### config.mk
export PLATFORM = sky130hd
export DESIGN_NAME = ple_cell
export DESIGN_NICKNAME = d
export VERILOG_FILES = /design/src/rtl/ple_pkg.sv /design/src/rtl/ple_cell.sv
export SDC_FILE = /design/constraint.sdc
export NUM_CORES = 1
export LEC_CHECK = 0
export ABC_AREA = 1
export BUFFER_PORTS_ARGS = -buffer_cell sky130_fd_sc_hd__buf_4
export CAP_MARGIN = 10
export CORE_MARGIN = 4
export CORE_UTILIZATION = 43
export DETAILED_ROUTE_END_ITERATION = 8
export PLACE_DENSITY = 0.86
export SYNTH_ARGS = -nofsm -noshare
export SYNTH_HDL_FRONTEND = slang
export SYNTH_SLANG_ARGS = --single-unit
export TNS_END_PERCENT = 100
### constraint.sdc
create_clock -name clk -period 10 [get_ports clk]
set_input_delay 2.5 -clock clk [delete_from_list [all_inputs] [get_ports clk]]
set_output_delay 2.5 -clock clk [all_outputs]
set_load 0.02 [all_outputs]
### src/rtl/ple_pkg.sv
// Shared types and codes for the positional list engine.
package ple_pkg;

  localparam int DataWidth = 32;
  localparam int PosWidth  = 9;
  localparam int StatWidth = 2;

  // Request kinds carried on the input tuser.
  localparam logic [1:0] KIND_INSERT = 2'd0;
  localparam logic [1:0] KIND_DELETE = 2'd1;
  localparam logic [1:0] KIND_GET    = 2'd2;
  localparam logic [1:0] KIND_UPDATE = 2'd3;

  // Result status codes.
  localparam logic [StatWidth-1:0] ST_DONE   = 2'd0;
  localparam logic [StatWidth-1:0] ST_BADPOS = 2'd1;
  localparam logic [StatWidth-1:0] ST_FULL   = 2'd2;

  // What every cell of the row does in a given cycle.
  typedef enum logic [1:0] {
    MODE_HOLD,
    MODE_INSERT,
    MODE_DELETE,
    MODE_WRITE
  } cell_mode_t;

  typedef struct packed {
    cell_mode_t           mode;
    logic [DataWidth-1:0] wdata;
  } cell_ctrl_t;

endpackage

### src/rtl/ple_cell.sv
// One storage cell of the list row, shifting with its neighbors.
module ple_cell
  import ple_pkg::*;
#(
  parameter int IW    = 8,
  parameter int INDEX = 0
) (
  input  logic                 clk,
  input  cell_ctrl_t           ctrl,
  input  logic [IW-1:0]        slot,
  input  logic [DataWidth-1:0] left_q,
  input  logic [DataWidth-1:0] right_q,
  output logic [DataWidth-1:0] q,
  output logic [DataWidth-1:0] tap
);

  localparam logic [IW-1:0] MyIndex = IW'(INDEX);

  logic [DataWidth-1:0] entry;
  logic [DataWidth-1:0] entry_next;

  always_comb begin
    entry_next = entry;
    unique case (ctrl.mode)
      MODE_HOLD: begin
        entry_next = entry;
      end
      MODE_INSERT: begin
        // Cells above the slot take their lower neighbor; the slot takes the new word.
        if (MyIndex > slot) begin
          entry_next = left_q;
        end else if (MyIndex == slot) begin
          entry_next = ctrl.wdata;
        end
      end
      MODE_DELETE: begin
        if (MyIndex >= slot) begin
          entry_next = right_q;
        end
      end
      MODE_WRITE: begin
        if (MyIndex == slot) begin
          entry_next = ctrl.wdata;
        end
      end
      default: begin
        entry_next = entry;
      end
    endcase
  end

  always_ff @(posedge clk) begin
    entry <= entry_next;
  end

  assign q   = entry;
  assign tap = (MyIndex == slot) ? entry : '0;

endmodule

==> impl_results.md <==
- Worst flop-to-flop path startpoint: q[22]$_DFFE_PP_
- Initial Utilization: 0.456
- #FFs+latches synth: 32
- Final min period: 6.83 ns
- Synth top area share: 0.435
- CTS root buffer: clkbuf_8
- Simple-Gate Fraction of Synth Area: 0.322
- GRT Total Usage: 0.217
- CTS tree: built
- Worst Hold Class: reg -> reg
- Final Routed Wirelength: 6770 um
- Multiplexer share of the synthesized area: 0
- Hpwl dp: 4730 um
- Antenna violations before repair: 0
- Row count: 25
- Area Overhead vs Synth: 49.7%
- Skew-Pair Late Insertion Delay: 0.27 ns
- Period utilisation layout: 0.683
- Cts hold-fix bufs: 0
- Setup ws final: 3.17 ns
- Leakage: 0.00181 uW
- Worst Setup End Kind: output pin
- Largest family of logic cells by synthesized area: simple AND/OR/NAND/NOR gates
- Routed Antenna Nets: 0
- Router iterations before antenna repair: 4
- Synth Area in XOR/XNOR: 0
- # DRC: 0
- Initial drt markers: 110
- Cell Area, Synth: 2210 um2
- First-pass GRT wire length: 10800 um
- Setup Buffers After CTS: 0
- Total die area: 6350 um2
- Headroom to the max-slew limit: 0.290
- Max-cap violations: 0
- Clk pin slew, worst setup/hold paths: 0.07 ns
- Worst-path fanout max: 33
- Slew Limit Fails: 0
- Core ar.: 4850 um2
- Slew @ Worst Pin: 1.06 ns
- Final Core Density: 0.683
- Final setup fails: 0
- Vias in the first global route: 2404
- Fin Clk Skew: 0 ns
- Post-cts sizing count: 0
- Crit. Startpoint: slot[5]
- Via count: 2395
- I/O pin total: 171
- RSZ-0062 raised after global routing: false
- Register area share after synthesis: 0.435
- Largest net degree at the start of global routing: 34
- Gr ovfl total: 0
- Run status: finished, final reports clean
- Warnings from Yosys: 0
- WS Path Type: in -> out
- Final Hold Viols: 0
- Crit path required time: 7.50 ns
- DIE WIDTH: 79.7 um
- HP Start: q[25]$_DFFE_PP_
- Cell variety after synth: 15
- Area leader, netlist: edfxtp_1
- Fin Hold WS: 0.677 ns
- Port-buffer cells: 138
- WP data arrival: 4.33 ns
- # clock sinks: 32
- Diodes inserted: 0
- Setup_tns: 0 ns
- Crit start category: primary input
- H-tree level count: 2
- Via density: 4.67
- Gpl congestion: 0.733
- Largest register FFs: 32
- CTS Buf Count: 5
- Syn_nets: 425
- Peak supply drop: 0.0657 mV
- Synth Area per Inst: 6.95 um2
- Synth area leaders: edfxtp_1, nand2_1, inv_1
- Peak Freq: 146 MHz
- Routed len/inst: 13.2 um
- Dpl ws: 3.16 ns
- P per Cell Area: 105 nW/um2
- Die Height: 79.7 um
- Nets@finish: 553
- Synth Instances: 318
- Synth Area in Compound Gates: 0.0758
- Clock buffer depth: 2
- Adder-cell share of the synthesized area: 0
- Share of cells above drive strength 1: 0.354
## path summary, 6_finish.rpt
| path | endpoint | slack [ns] | cells past startpoint |
|---|---|---|---|
| max | tap[5] | 3.17 | 7 |
| min reg2reg | q[25]$_DFFE_PP_ | 0.68 | 4 |
| min | q[25]$_DFFE_PP_ | 0.68 | 4 |
| max reg2reg | q[22]$_DFFE_PP_ | 9.00 | 4 |
## synth_stat cells (all sizes together)
| cell type | count |
|---|---|
| buf | 9 |
| inv | 67 |
| nand2 | 98 |
| clkbuf | 9 |
| edfxtp | 32 |
| nand3 | 32 |
| o21ai | 32 |
| nor2 | 38 |
| o21bai | 1 |
## stage by stage
stage / area, um2 / instances / total power, uW
finish: 3310 / 513 / 348
global route: 3310 / 513 / 368
CTS: 3310 / 513 / 352
detailed placement: 3230 / 506 / 258
global placement: 3230 / 506 / 256
floorplan: 2210 / 318 / 213
## cells by family (layout without fill, tap and decap cells)
| family | Yosys count | in the layout |
|---|---|---|
| flip-flops | 32 | 32 |
| buffers and inverters | 85 | 213 |
| AND/OR/NAND/NOR | 168 | 168 |
| AO/OA/AOI/OAI | 33 | 33 |
## final cells by class
cell class / count / area (um2)
clock buffers: 6 / 72.6
clock inverters: 1 / 5.00
fillers: 406 / 1540
inverters: 67 / 254
multi-input cells: 201 / 891
flip-flops and latches: 32 / 961
well taps: 67 / 83.8
repair buffers: 139 / 1040
## metal layers
layer,GRT usage,up-vias,routed length (um)
li1,-,1223,-
met1,0.231,1060,2380
met2,0.397,104,3610
met3,0.0722,8,679
met4,0.0704,0,101
met5,0,-,0
## placed cells by master, fill, tap and decap left out
cell	count
inv_4	1
edfxtp_1	32
nand3_1	32
inv_1	66
nand2_2	2
o21ai_0	32
nor2_8	1
buf_4	139
nand2_1	96
clkbuf_1	1
nor2_2	8
nor2_1	29
clkbuf_8	5
clkinv_2	1
o21bai_4	1
## critical path, stage by stage
cell	delay, ns
buf_4	0.11
nor2_1	0.11
nand2_2	0.38
nor2_8	0.56
inv_4	0.29
nor2_1	0.18
buf_4	0.16
## where the power goes
part | internal (uW) | leakage [uW] | switching, uW
combinational | 41.3 | 0.00145 | 46.5
clock | 47.3 | 0.0000410 | 45.6
sequential | 162 | 0.000317 | 5.50
total | 250 | 0.00181 | 97.6
Power figures use the tool's default switching activity.
